[src/rtl/tcf_pkg.sv]
// Shared types and constants of the triangle tangent frame block.
// No dependencies; every other file imports this package.
`timescale 1ns / 1ps
`default_nettype none

package tcf_pkg;

    localparam int INDEX_BITS_DEFAULT = 16;
    localparam int POS_W   = 32;
    localparam int IDX_W   = 16;
    localparam int DELTA_W = POS_W + 1;
    localparam int PROD_W  = 2 * DELTA_W;
    localparam int ACC_W   = PROD_W + 1;
    localparam int NORM_W  = 30;
    localparam int SUM_W   = 64;
    localparam int ROOT_W  = 32;
    localparam int DIV_W   = 48;
    localparam int Q_W     = 16;

    typedef struct packed {
        logic        [IDX_W-1:0] vertex_index;
        logic signed [POS_W-1:0] pos_x;
        logic signed [POS_W-1:0] pos_y;
        logic signed [POS_W-1:0] pos_z;
        logic signed [POS_W-1:0] tex_u;
        logic signed [POS_W-1:0] tex_v;
    } t_in_item;

    typedef struct packed {
        logic        [IDX_W-1:0] corner_index;
        logic signed [Q_W-1:0]   tangent_x;
        logic signed [Q_W-1:0]   tangent_y;
        logic signed [Q_W-1:0]   tangent_z;
        logic signed [Q_W-1:0]   bitangent_x;
        logic signed [Q_W-1:0]   bitangent_y;
        logic signed [Q_W-1:0]   bitangent_z;
        logic                    degenerate;
        logic                    last_of_triangle;
    } t_out_item;

    typedef struct packed {
        logic signed [DELTA_W-1:0] dp1_x;
        logic signed [DELTA_W-1:0] dp1_y;
        logic signed [DELTA_W-1:0] dp1_z;
        logic signed [DELTA_W-1:0] dp2_x;
        logic signed [DELTA_W-1:0] dp2_y;
        logic signed [DELTA_W-1:0] dp2_z;
        logic signed [DELTA_W-1:0] du1;
        logic signed [DELTA_W-1:0] dv1;
        logic signed [DELTA_W-1:0] du2;
        logic signed [DELTA_W-1:0] dv2;
    } t_tri;

endpackage

`default_nettype wire

[src/rtl/tcf_queue.sv]
// Two-entry queue of triangle records between front and back end.
// Generic over record width; uses tcf_pkg only for the default width, $bits(t_tri).
`timescale 1ns / 1ps
`default_nettype none

module tcf_queue import tcf_pkg::*; #(
    parameter int WIDTH = $bits(t_tri)
) (
    input  logic             i_clk,
    input  logic             i_rst_n,
    input  logic             i_valid,
    output logic             o_ready,
    input  logic [WIDTH-1:0] i_data,
    output logic             o_valid,
    input  logic             i_ready,
    output logic [WIDTH-1:0] o_data
);

    logic [WIDTH-1:0] r_mem [2];
    logic             r_wp;
    logic             r_rp;
    logic [1:0]       r_cnt;
    logic             w_push;
    logic             w_pop;

    assign o_ready = (r_cnt != 2'd2);
    assign o_valid = (r_cnt != 2'd0);
    assign w_push  = i_valid && o_ready;
    assign w_pop   = o_valid && i_ready;
    assign o_data  = r_mem[r_rp];

    always_ff @(posedge i_clk) begin
        if (!i_rst_n) begin
            r_wp  <= 1'b0;
            r_rp  <= 1'b0;
            r_cnt <= 2'd0;
        end else begin
            if (w_push) begin
                r_wp <= !r_wp;
            end
            if (w_pop) begin
                r_rp <= !r_rp;
            end
            if (w_push && !w_pop) begin
                r_cnt <= r_cnt + 2'd1;
            end else if (w_pop && !w_push) begin
                r_cnt <= r_cnt - 2'd1;
            end
        end
    end

    always_ff @(posedge i_clk) begin
        if (w_push) begin
            r_mem[r_wp] <= i_data;
        end
    end

endmodule

`default_nettype wire

[config.mk]
export PLATFORM = sky130hd
export DESIGN_NAME = tcf_queue
export DESIGN_NICKNAME = d
export VERILOG_FILES = /design/src/rtl/tcf_pkg.sv /design/src/rtl/tcf_queue.sv
export SDC_FILE = /design/constraint.sdc
export NUM_CORES = 1
export LEC_CHECK = 0
export BUFFER_PORTS_ARGS = -buffer_cell sky130_fd_sc_hd__buf_4
export CORE_AREA = 5 5 260 262
export CTS_CLUSTER_DIAMETER = 30
export DETAILED_ROUTE_END_ITERATION = 10
export DIE_AREA = 0 0 265 267
export GPL_ROUTABILITY_DRIVEN = 0
export GPL_TIMING_DRIVEN = 0
export PLACE_DENSITY_LB_ADDON = 0.1
export SYNTH_ARGS = -nofsm -noshare
export SYNTH_HDL_FRONTEND = slang
export SYNTH_SLANG_ARGS = --single-unit
[constraint.sdc]
create_clock -name i_clk -period 28.4 [get_ports i_clk]
set_input_delay 2.84 -clock i_clk [delete_from_list [all_inputs] [get_ports i_clk]]
set_output_delay 2.84 -clock i_clk [all_outputs]
set_load 0.01 [all_outputs]
==> results.yml <==
global_routing:
  antenna_found_initial: 20
  first_global_vias: 14300
  grt_pass1_wl_um: 91100
  gr-total-overflow: 0
  grt_max_degree: 114
  grtUsageTotal_pct: 17.6
floorplan:
  coreArea_um2: 65200
  initial_utilization_pct: 39.3
  die_w_um: 265
  die-area_um2: 70800
  die_h_um: 267
  io_pins: 666
  rows: 94
setup_path:
  criticalPathCategory: "reg -> out"
  r2r_start: "r_cnt[0]$_SDFFE_PN0P_"
  rrSetupSlack_ps: 25670
  r2r-end: "r_mem[1][317]$_DFFE_PP_"
  crit_fanout: 10
  reg2regPathDepth: 5
  crit_arrival_ps: 2030
  end_kind: "output pin"
  cp.required_ps: 25560
  critPathLaunchType: "flop"
detailed_routing:
  drtIter0Drc: 643
  firstDrtPassIters: 4
  totalWireLength_um: 65000
  viasPerCell: 4.57
  via_count: 13100
  final_antenna_net_count: 0
  wire_per_inst_um: 22.7
  drc: 0
placed_design:
  port_buffers: 665
  place_inst: 2588
  dp_hpwl_um: 45500
power:
  leakage_uw: 0.0144
  pwr-share-comb_pct: 25.1
  intPower_uw: 2810
  p_per_area_nw_per_um2: 103
  seq_power_share_pct: 33.4
  p_switching_uw: 963
  ir_drop_v: 0.0000799
  clkPwrFrac_pct: 41.5
  p_sw_share_pct: 25.6
clocking:
  cts_buffers: 145
  post-cts-setup-buffers: 0
  ctsRootBufferMaster: "clkbuf_16"
  clock_path_buffers: 3
  cts_tree: "yes"
  post_cts_resized: 0
  cts.reportedPaths.clkPinSlew_ps: 40
  clock-sinks: 665
  clock_latency_ps: 680
  cts-hold-fix-buffers: 0
  htreeDepth: 4
worst_hold_path:
  hp-class: "reg -> reg"
  hold_end: "r_cnt[1]$_SDFFE_PN0P_"
  hold_depth: 2
  hp-start: "r_cnt[1]$_SDFFE_PN0P_"
yosys:
  yosys_warnings: 0
  ys_types: 22
  syn_avg_cell_area_um2: 24.3
  netlist_area_um2: 25600
  seq_area_frac_synth_pct: 77.8
  syn_inst: 1051
  ys_ff_latch: 665
  syn_nets: 1386
timing:
  period_needed_ps: 4870
  maxSlewViolCount: 0
  finalSetupViolations: 0
  worstMarginPinSlew_ps: 897
  fmax_ghz: 0.205
  hold_viol: 0
  maxSlewHeadroom_pct: 40.2
  setup_tns_ps: 0
  min_period_over_period_pct: 17.2
  finalClockSkew_ps: 25.6
  rsz0062_at_grt: "false"
cells_and_area:
  area_delta_synth_final_pct: 42.9
  num-nets-final: 2206
  n_fill_cell: 5131
  seq_area_um2: 19900
  finalNonFillerCells: 2863
  layout-drive-gt1-share_pct: 62.9
  multi_input_comb_area_um2: 4990
job:
  maxCapViolations: 0
run_status:
  status: "complete, no violations"
[metal layers]
metal	vias to the layer above	part of all wire, %	global-route usage (%)	wire length [um]
met4	14	3.8	9.12	2450
met2	478	54	30.9	34900
met5	-	0.14	0	93
li1	5939	-	-	-
met3	137	9.2	7.96	5990
met1	6502	33	17.5	21600
[critical path, cell delays in order (launching register included)]
cell and delay (ps):
dfxtp_1 320, buf_6 170, buf_12 210, buf_12 170, mux2_4 330, buf_4 160
[power groups by stage]
stage / clock network, uW / logic [uW] / registers (uW)
3_5_place_dp: 0 / 966 / 1270
4_1_cts: 1600 / 970 / 1260
3_3_place_gp: 0 / 953 / 1350
6_report: 1560 / 947 / 1260
2_1_floorplan: 0 / 552 / 1310
5_1_grt: 1660 / 996 / 1270
[flip-flops by register name, summed over array words and instances, names as in the netlist, named ones only]
register	cells
r_mem	660
r_cnt	2
r_wp	1
r_rp	1
[cells by family (layout without fill, tap and decap cells)]
family	count (synthesis)	count (layout)	synth area share (%)
fa+ha+maj	1	1	0.0489
compound gates	5	5	0.137
xor+xnor	3	3	0.103
other cells	0	12	0
buf+inv	38	974	2.70
mux	330	330	18.9
simple gates	9	9	0.254
flops	665	665	77.8
[placed cells by master (no fill, tap or decap), types with 2 or more instances in the layout]
master and n:
buf_12 34, mux2_2 30, buf_2 3, dfxtp_1 5
mux2_4 300, bufinv_16 12, inv_6 6, edfxtp_1 660
buf_16 7, buf_4 665, clkbuf_1 26, clkinv_2 22
clkbuf_16 149, xnor2_1 2, diode_2 12, and2_1 4
clkinv_8 3, clkinv_1 32, clkinvlp_4 9, clkinv_4 2
[synth_stat cells]
| cell | instances | area [um^2] |
|---|---|---|
| mux2_4 | 300 | 4500 |
| and2_1 | 4 | 25.0 |
| dfxtp_1 | 5 | 100 |
| a21boi_0 | 1 | 7.51 |
| a21boi_1 | 1 | 7.51 |
| o21ai_0 | 1 | 5.00 |
| o21ai_1 | 1 | 5.00 |
| or3_1 | 1 | 6.26 |
| buf_12 | 33 | 661 |
| nand3b_1 | 1 | 7.51 |
| nand2b_4 | 1 | 13.8 |
| or2_2 | 1 | 6.26 |
| xnor2_1 | 2 | 17.5 |
| buf_2 | 3 | 15.0 |
| inv_1 | 1 | 3.75 |
| buf_6 | 1 | 11.3 |
| xor2_1 | 1 | 8.76 |
| and3_1 | 1 | 6.26 |
| ha_1 | 1 | 12.5 |
| edfxtp_1 | 660 | 19800 |
| mux2_2 | 30 | 338 |
| a21bo_2 | 1 | 10.0 |
[through the flow]
step	worst slack (ps)	hold WS [ps]	utilization (%)	power [uW]	instance area [um^2]
floorplan	17280	512	-	1860	25600
global placement	12120	525	48.6	2300	31700
detailed placement	23300	552	48.9	2240	31900
CTS	23420	565	56.1	3830	36500
global route	23390	611	56.1	3920	36600
finish	23530	564	56.1	3770	36600
[how the worst max path moves through the flow]
stage / startpoint / depth (start not counted) / end
3_5_place_dp: i_valid / 5 / r_mem[1][277]$_DFFE_PP_
3_3_place_gp: i_valid / 2 / r_mem[1][272]$_DFFE_PP_
6_report: flop / 5 / o_data[75]
4_1_cts: flop / 5 / o_data[308]
2_1_floorplan: i_valid / 1 / r_mem[1][0]$_DFFE_PP_
5_1_grt: flop / 5 / o_data[308]
[final cells by class]
type / count / share of cell area, %
antenna: 12 / 0.0821
buffer: 37 / 1.88
clock buffer: 175 / 10.5
clock inverter: 88 / 2.26
inverter: 1 / 0.0308
multi-input combinational: 348 / 13.6
sequential: 665 / 54.5
tap: 864 / 2.96
timing repair buffer: 673 / 14.2
Power figures use the tool's default switching activity.
