File: config.mk
export PLATFORM = sky130hd
export DESIGN_NAME = tcf_front
export DESIGN_NICKNAME = d
export VERILOG_FILES = /design/src/rtl/tcf_pkg.sv /design/src/rtl/tcf_front.sv
export SDC_FILE = /design/constraint.sdc
export NUM_CORES = 1
export LEC_CHECK = 0
export BUFFER_PORTS_ARGS = -buffer_cell sky130_fd_sc_hd__buf_2
export CAP_MARGIN = 20
export CORE_MARGIN = 10
export CORE_UTILIZATION = 45
export DETAILED_ROUTE_END_ITERATION = 6
export PLACE_DENSITY = 0.68
export SLEW_MARGIN = 5
export SYNTH_ARGS = -nofsm -noshare
export SYNTH_HDL_FRONTEND = slang
export SYNTH_SLANG_ARGS = --single-unit
File: constraint.sdc
create_clock -name i_clk -period 20.2 [get_ports i_clk]
set_clock_uncertainty 0.05 [all_clocks]
set_input_delay 3.03 -clock i_clk [delete_from_list [all_inputs] [get_ports i_clk]]
set_output_delay 3.03 -clock i_clk [all_outputs]
set_load 0.01 [all_outputs]
File: src/rtl/tcf_pkg.sv
// Shared types and constants of the triangle tangent frame block.
// No dependencies; every other file imports this package.
`timescale 1ns / 1ps
`default_nettype none

package tcf_pkg;

    localparam int INDEX_BITS_DEFAULT = 16;
    localparam int POS_W   = 32;
    localparam int IDX_W   = 16;
    localparam int DELTA_W = POS_W + 1;
    localparam int PROD_W  = 2 * DELTA_W;
    localparam int ACC_W   = PROD_W + 1;
    localparam int NORM_W  = 30;
    localparam int SUM_W   = 64;
    localparam int ROOT_W  = 32;
    localparam int DIV_W   = 48;
    localparam int Q_W     = 16;

    typedef struct packed {
        logic        [IDX_W-1:0] vertex_index;
        logic signed [POS_W-1:0] pos_x;
        logic signed [POS_W-1:0] pos_y;
        logic signed [POS_W-1:0] pos_z;
        logic signed [POS_W-1:0] tex_u;
        logic signed [POS_W-1:0] tex_v;
    } t_in_item;

    typedef struct packed {
        logic        [IDX_W-1:0] corner_index;
        logic signed [Q_W-1:0]   tangent_x;
        logic signed [Q_W-1:0]   tangent_y;
        logic signed [Q_W-1:0]   tangent_z;
        logic signed [Q_W-1:0]   bitangent_x;
        logic signed [Q_W-1:0]   bitangent_y;
        logic signed [Q_W-1:0]   bitangent_z;
        logic                    degenerate;
        logic                    last_of_triangle;
    } t_out_item;

    typedef struct packed {
        logic signed [DELTA_W-1:0] dp1_x;
        logic signed [DELTA_W-1:0] dp1_y;
        logic signed [DELTA_W-1:0] dp1_z;
        logic signed [DELTA_W-1:0] dp2_x;
        logic signed [DELTA_W-1:0] dp2_y;
        logic signed [DELTA_W-1:0] dp2_z;
        logic signed [DELTA_W-1:0] du1;
        logic signed [DELTA_W-1:0] dv1;
        logic signed [DELTA_W-1:0] du2;
        logic signed [DELTA_W-1:0] dv2;
    } t_tri;

endpackage

`default_nettype wire

File: src/rtl/tcf_front.sv
// Front end: takes corner beats, holds the first two corners of a triangle
// and forms the edge and UV deltas on the third. Uses tcf_pkg.
`timescale 1ns / 1ps
`default_nettype none

module tcf_front import tcf_pkg::*; #(
    parameter int INDEX_BITS = INDEX_BITS_DEFAULT
) (
    input  logic                    i_clk,
    input  logic                    i_rst_n,
    input  logic                    i_valid,
    output logic                    o_ready,
    input  t_in_item                i_item,
    output logic                    o_tri_valid,
    input  logic                    i_tri_ready,
    output t_tri                    o_tri,
    output logic [3*INDEX_BITS-1:0] o_tri_idx
);

    logic [1:0] r_count;
    logic [1:0] n_count;
    t_in_item   r_held [2];
    logic       w_accept;
    logic       w_third;

    assign w_third     = (r_count == 2'd2);
    assign o_ready     = !w_third || i_tri_ready;
    assign w_accept    = i_valid && o_ready;
    assign o_tri_valid = i_valid && w_third;

    always_comb begin
        n_count = r_count;
        if (w_accept) begin
            n_count = w_third ? 2'd0 : r_count + 2'd1;
        end
    end

    always_ff @(posedge i_clk) begin
        if (!i_rst_n) begin
            r_count <= 2'd0;
        end else begin
            r_count <= n_count;
        end
    end

    always_ff @(posedge i_clk) begin
        if (w_accept && !w_third) begin
            r_held[r_count[0]] <= i_item;
        end
    end

    assign o_tri.dp1_x = DELTA_W'(r_held[1].pos_x) - DELTA_W'(r_held[0].pos_x);
    assign o_tri.dp1_y = DELTA_W'(r_held[1].pos_y) - DELTA_W'(r_held[0].pos_y);
    assign o_tri.dp1_z = DELTA_W'(r_held[1].pos_z) - DELTA_W'(r_held[0].pos_z);
    assign o_tri.dp2_x = DELTA_W'(i_item.pos_x) - DELTA_W'(r_held[0].pos_x);
    assign o_tri.dp2_y = DELTA_W'(i_item.pos_y) - DELTA_W'(r_held[0].pos_y);
    assign o_tri.dp2_z = DELTA_W'(i_item.pos_z) - DELTA_W'(r_held[0].pos_z);
    assign o_tri.du1   = DELTA_W'(r_held[1].tex_u) - DELTA_W'(r_held[0].tex_u);
    assign o_tri.dv1   = DELTA_W'(r_held[1].tex_v) - DELTA_W'(r_held[0].tex_v);
    assign o_tri.du2   = DELTA_W'(i_item.tex_u) - DELTA_W'(r_held[0].tex_u);
    assign o_tri.dv2   = DELTA_W'(i_item.tex_v) - DELTA_W'(r_held[0].tex_v);

    assign o_tri_idx = {INDEX_BITS'(i_item.vertex_index),
                        INDEX_BITS'(r_held[1].vertex_index),
                        INDEX_BITS'(r_held[0].vertex_index)};

endmodule

`default_nettype wire

==> results.yml, run 1 <==
detailed_routing:
  dr_wl_met2_um: 38500
  drt-met1-wl_um: 34800
  drt_iter0_markers: 1322
  dr.pass1.iters: 5
  remaining_drc_errors: 0
  wl_per_cell_um: 19.3
  finalWirelength_um: 80600
  maxUsedRoutingLayer: "met5"
  antenna_left: 0
  route.met3.wl_um: 4870
  vias_per_cell: 5.47
  vias: 22840
timing:
  setup_viol: 0
  slew_viol_final: 0
  fin_crit_ps: 9580
  hold_viol: 0
  period_share_pct: 47.4
  max_freq_ghz: 0.104
  relSlewSlack_pct: 41.5
  fin_ws_ps: 10620
  setup-tns-final_ps: 0
  rsz0062_at_grt: "false"
  tightest_slew_ps: 865
power_and_ir_drop:
  pwr-share-comb_pct: 36.4
  vdd_drop_max_uv: 63.4
  power.clock.fraction_pct: 29.2
  p_sw_share_pct: 34.6
  p_seq_share_pct: 34.4
  leakage_uw: 0.0147
  p_sw_uw: 874
  power_uw: 2530
  power.density_nw_per_um2: 78.6
  p_int_uw: 1650
cts:
  clk_pin_slew_worst_paths_ps: 50
  hold_buffers: 0
  clock_sinks: 354
  clk_latency_ps: 570
  cts.path.max_buffers: 3
  cts_made_buffers: 42
  cts_tree: "done"
  cts_resized: 0
  postCtsSetupRepairBufs: 0
  cts-root-buf: "clkbuf_16"
  htreeDepth: 2
logic_synthesis:
  yosysUniqueCellTypes: 80
  syn_inst: 2825
  ys.warnings.count: 0
  synthFlopType: "edfxtp_1"
  synthesis.nets: 3335
  synth_edf_count: 352
  syn-cell-area_um2: 27400
  ys_ff_latch: 354
  seq_area_frac_synth_pct: 38.7
  postSynth.asyncResetShare_pct: 0
  postSynthAreaPerCell_um2: 9.71
worst_setup_path:
  start_kind: "input port"
  arrival_ps: 6500
  crit_path_max_fanout: 5
  required_ps: 17120
  critical_path_class: "input port to primary output"
  setup.worst_path.end_class: "primary output"
layout:
  nNetsFinal: 3867
  synthToLayoutAreaGrowth_pct: 17.1
  drive_above_1_share_pct: 19.1
  layout.cells.non_filler: 4174
placed_design:
  dp.cells: 4095
  gp_congestion: 0.922
  portBuffers: 559
  preCtsSetupSlack_ps: 10700
  dp_hpwl_um: 65300
die:
  fp.dieArea_um2: 71200
  rows: 90
  initial_utilization_pct: 45.4
  die-height_um: 267
  fp.coreArea_um2: 60400
  pin_count: 560
  fp.dieW_um: 267
global_route:
  grt_usage_pct: 21.5
  grt_first_pass_wirelength_um: 121000
  grt_pass1_vias: 21784
  overflow: 0
  antenna_found_initial: 14
  grt_max_degree: 129
outcome:
  status: "finished clean"
run:
  maxCapViolations: 0
hold_path:
  min_path_type: "flop to flop"
[logic make-up (layout without fill, tap and decap cells)]
group,count (synthesis),in the layout,synth area share (%)
compound gates,840,840,19.8
simple gates,693,693,12.4
flops,354,354,38.7
buf+inv,350,911,5.45
fa+ha+maj,330,330,15.3
xor+xnor,252,252,8.05
mux,6,6,0.219
other cells,0,6,0
[layer usage]
metal,vias up,global-route usage (%)
met5,-,0
met4,14,7.29
met3,128,4.37
met2,596,36.1
met1,10698,27.0
li1,11404,-
[power by group through the flow]
stage | logic, µW | clock network, µW | registers (µW)
after detailed placement | 915 | 0 | 883
after global routing | 1000 | 780 | 872
after floorplan | 576 | 0 | 895
after global placement | 911 | 0 | 882
final | 919 | 738 | 868
after CTS | 921 | 756 | 868
[through the flow]
step	utilization (%)	hold slack, ps	area (µm²)
2_1_floorplan	-	511	27400
3_3_place_gp	51.0	540	30800
3_5_place_dp	51.0	545	30800
4_1_cts	53.2	561	32100
5_1_grt	53.2	591	32100
6_report	53.2	566	32100
[synth_stat cells, drive strengths merged, types with 11 or more instances]
master,n,share of area (%)
nand2,164,2.2
xor2,76,2.4
xnor2,176,5.6
clkbuf,27,0.37
and3,34,0.78
o31ai,17,0.48
o311ai,14,0.45
nor3,44,0.80
o21bai,25,0.68
nand3,50,0.91
ha,320,15
nor2b,67,1.5
o21a,50,1.4
a21oi,250,4.6
nand4,22,0.50
and2,14,0.32
a21o,137,3.8
inv,274,3.8
o31a,11,0.36
edfxtp,352,39
or3,19,0.43
o211ai,17,0.47
nand2b,45,1.0
nor2,183,2.5
a31oi,26,0.59
a2111oi,14,0.49
o21ai,164,3.0
a21boi,12,0.33
buf,49,1.3
a211oi,30,0.82
[worst max-delay path, cell delays in order]
cell       delay (ps)
buf_2             100
inv_1              40
ha_1              210
fa_1              410
nor2b_1           130
o21ai_1            80
a21o_1            210
a211oi_1          410
a21oi_1           250
o311ai_1          810
a2111oi_0         240
o21bai_1          220
xor2_1            190
buf_2             170
[sequential cells by signal (all words and copies together), names as in the netlist]
name     flops
r_held     352
r_count      2
[worst paths after layout]
path / start / to / slack [ps] / cells past startpoint
max reg2reg: r_count[0]$_SDFFE_PN0P_ / r_held[1][2]$_DFFE_PP_ / 17420 / 3
max: i_item[0] / o_tri[30] / 10620 / 14
min: r_count[1]$_SDFFE_PN0P_ / r_count[1]$_SDFFE_PN0P_ / 570 / 2
min reg2reg: r_count[1]$_SDFFE_PN0P_ / r_count[1]$_SDFFE_PN0P_ / 570 / 2
[cell usage in the layout (no fill, tap or decap), types with 25 or more instances in the layout]
cell type | Yosys | layout
edfxtp_1 | 352 | 352
o21a_1 | 50 | 50
inv_1 | 274 | 274
a211oi_1 | 30 | 30
xnor2_1 | 176 | 176
and3_1 | 34 | 34
o21ai_0 | 133 | 133
clkbuf_16 | 0 | 42
ha_1 | 320 | 320
nor2b_1 | 67 | 67
nand2b_1 | 45 | 45
a21o_1 | 136 | 136
nor2_1 | 183 | 183
buf_2 | 0 | 559
nand2_1 | 164 | 164
nand3_1 | 50 | 50
o21bai_1 | 25 | 25
nor3_1 | 44 | 44
a21oi_1 | 250 | 250
o21ai_1 | 31 | 31
xor2_1 | 76 | 76
a31oi_1 | 26 | 26
[final cells by class]
cell class,count,area (µm²)
tap,782,978
sequential,354,10600
fill,5617,28200
inverter,274,1030
clock inverter,22,231
clock buffer,51,1080
multi-input combinational,2121,15300
timing repair buffer,564,2850
antenna,6,15.0
Note: power is estimated with default switching activity, not from simulation.
==> inputs of run 2 (changes only) <==
--- a/config.mk
+++ b/config.mk
@@ -10,7 +10,7 @@
 export CORE_MARGIN = 10
 export CORE_UTILIZATION = 45
 export DETAILED_ROUTE_END_ITERATION = 6
-export PLACE_DENSITY = 0.68
+export PLACE_DENSITY = 0.7
 export SLEW_MARGIN = 5
 export SYNTH_ARGS = -nofsm -noshare
 export SYNTH_HDL_FRONTEND = slang
==> constraint.sdc (replaced) <==
create_clock -name i_clk -period 8.8 [get_ports i_clk]
set_clock_uncertainty 0.05 [all_clocks]
set_input_delay 1.32 -clock i_clk [delete_from_list [all_inputs] [get_ports i_clk]]
set_output_delay 1.32 -clock i_clk [all_outputs]
set_load 0.01 [all_outputs]
==> results.yml, run 2 (synthesized netlist as in run 1, its figures left out) <==
cts:
  cts_tree: "done"
  postCtsSetupRepairBufs: 0
  clk_latency_ps: 580
  clock_sinks: 354
  hold_buffers: 0
  cts-root-buf: "clkbuf_16"
  htreeDepth: 2
  cts_resized: 0
  cts_made_buffers: 43
  clk_pin_slew_worst_paths_ps: 60
  cts.path.max_buffers: 3
detailed_routing:
  drt_iter0_markers: 1623
  dr.pass1.iters: 5
  wl_per_cell_um: 19.3
  remaining_drc_errors: 0
  vias_per_cell: 5.47
  finalWirelength_um: 80700
  vias: 22889
  antenna_left: 0
timing:
  rsz0062_at_grt: "false"
  max_freq_ghz: 0.162
  tightest_slew_ps: 1010
  setup-tns-final_ps: 0
  period_share_pct: 70.1
  relSlewSlack_pct: 32.5
  fin_crit_ps: 6170
  fin_ws_ps: 2630
  setup_viol: 0
  hold_viol: 0
  slew_viol_final: 0
worst_setup_path:
  critical_path_class: "input port to primary output"
  slowest_delay_ps: 620
  crit_path_cell_trace: "buf_2, inv_1, ha_1, fa_1, nor2b_1, o21ai_1, a21oi_1, o211ai_1, o31ai_1, a211oi_1, o41ai_1, a21oi_1, xnor2_1, buf_2"
  critical-path-top-delay-family: "compound AO/OA/AOI/OAI gates"
  arrival_ps: 4800
  path_buf_inv: 3
  start_kind: "input port"
  required_ps: 7430
  crit_path_max_fanout: 4
  crit_path_top_delay_cell: "o41ai_1"
  setup.worst_path.end_class: "primary output"
power_and_ir_drop:
  p_sw_uw: 2060
  leakage_uw: 0.0148
  p_seq_share_pct: 33.2
  p_int_uw: 3940
  power.density_nw_per_um2: 186
  power.clock.fraction_pct: 31.6
  pwr-share-comb_pct: 35.2
  vdd_drop_max_uv: 136
  p_sw_share_pct: 34.3
  power_uw: 6000
layout:
  finalCoreUtilization_pct: 53.5
  layout_common_cells: "buf_2, edfxtp_1, ha_1"
  mostFrequentLayoutCell: "buf_2"
  fillers: 5497
  synthToLayoutAreaGrowth_pct: 17.8
  drive_above_1_share_pct: 19.3
  layout.cells.non_filler: 4185
  largest_reg_flops: 352
  nNetsFinal: 3869
die:
  pin_count: 560
  fp.coreArea_um2: 60400
  fp.dieArea_um2: 71200
  fp.dieW_um: 267
  die-height_um: 267
  rows: 90
  initial_utilization_pct: 45.4
run:
  maxCapViolations: 0
global_route:
  overflow: 0
  grt_pass1_vias: 22008
  grt_max_degree: 68
  grt_first_pass_wirelength_um: 122000
  grt_usage_pct: 21.5
  antenna_found_initial: 19
hold_path:
  min_path_type: "flop to flop"
outcome:
  status: "finished clean"
placed_design:
  dp_hpwl_um: 65600
  dp.cells: 4096
  portBuffers: 559
  preCtsSetupSlack_ps: 2690
  gp_congestion: 0.919
[run 2: area by class of cell]
type | instances | area (µm²) | area share, %
diodes | 10 | 25.0 | 0.0774
clock buffers | 48 | 1090 | 3.39
multi-input cells | 2121 | 15300 | 47.4
flip-flops and latches | 354 | 10600 | 32.8
well taps | 782 | 978 | 3.03
clock inverters | 31 | 404 | 1.25
repair buffers | 565 | 2840 | 8.80
inverters | 274 | 1030 | 3.18
[run 2: worst paths after layout]
kind	from	to	slack, ps	cells after the start
setup / recovery	i_item[96]	o_tri[195]	2630	14
hold / removal	r_count[1]$_SDFFE_PN0P_	r_count[1]$_SDFFE_PN0P_	590	2
setup reg to reg	r_count[0]$_SDFFE_PN0P_	r_held[1][124]$_DFFE_PP_	6240	2
hold reg to reg	r_count[1]$_SDFFE_PN0P_	r_count[1]$_SDFFE_PN0P_	590	2
[run 2: worst register-to-register path, cell delays in order, from the launching register on]
cell and delay (ps):
dfxtp_1 430, and2_4 740, buf_4 890
[run 2: per-layer routing]
metal	up-vias	share of wire [%]	global-route usage, %
met3	139	6.2	4.45
met4	14	2.7	6.71
li1	11412	-	-
met2	613	49	37.4
met1	10711	42	26.2
met5	-	0.11	0
[run 2: power groups by stage]
stage	combinational [µW]	sequential [µW]	clock, µW
after floorplan	1320	2040	0
after global placement	2090	2020	0
after detailed placement	2100	2030	0
after CTS	2120	1990	1940
after global routing	2300	2000	1990
final	2110	1990	1900
[run 2: through the flow]
step | cell area, µm² | hold WS, ps
global placement | 30800 | 571
detailed placement | 30800 | 571
CTS | 32300 | 592
floorplan | 27400 | 521
global route | 32300 | 608
finish | 32300 | 592
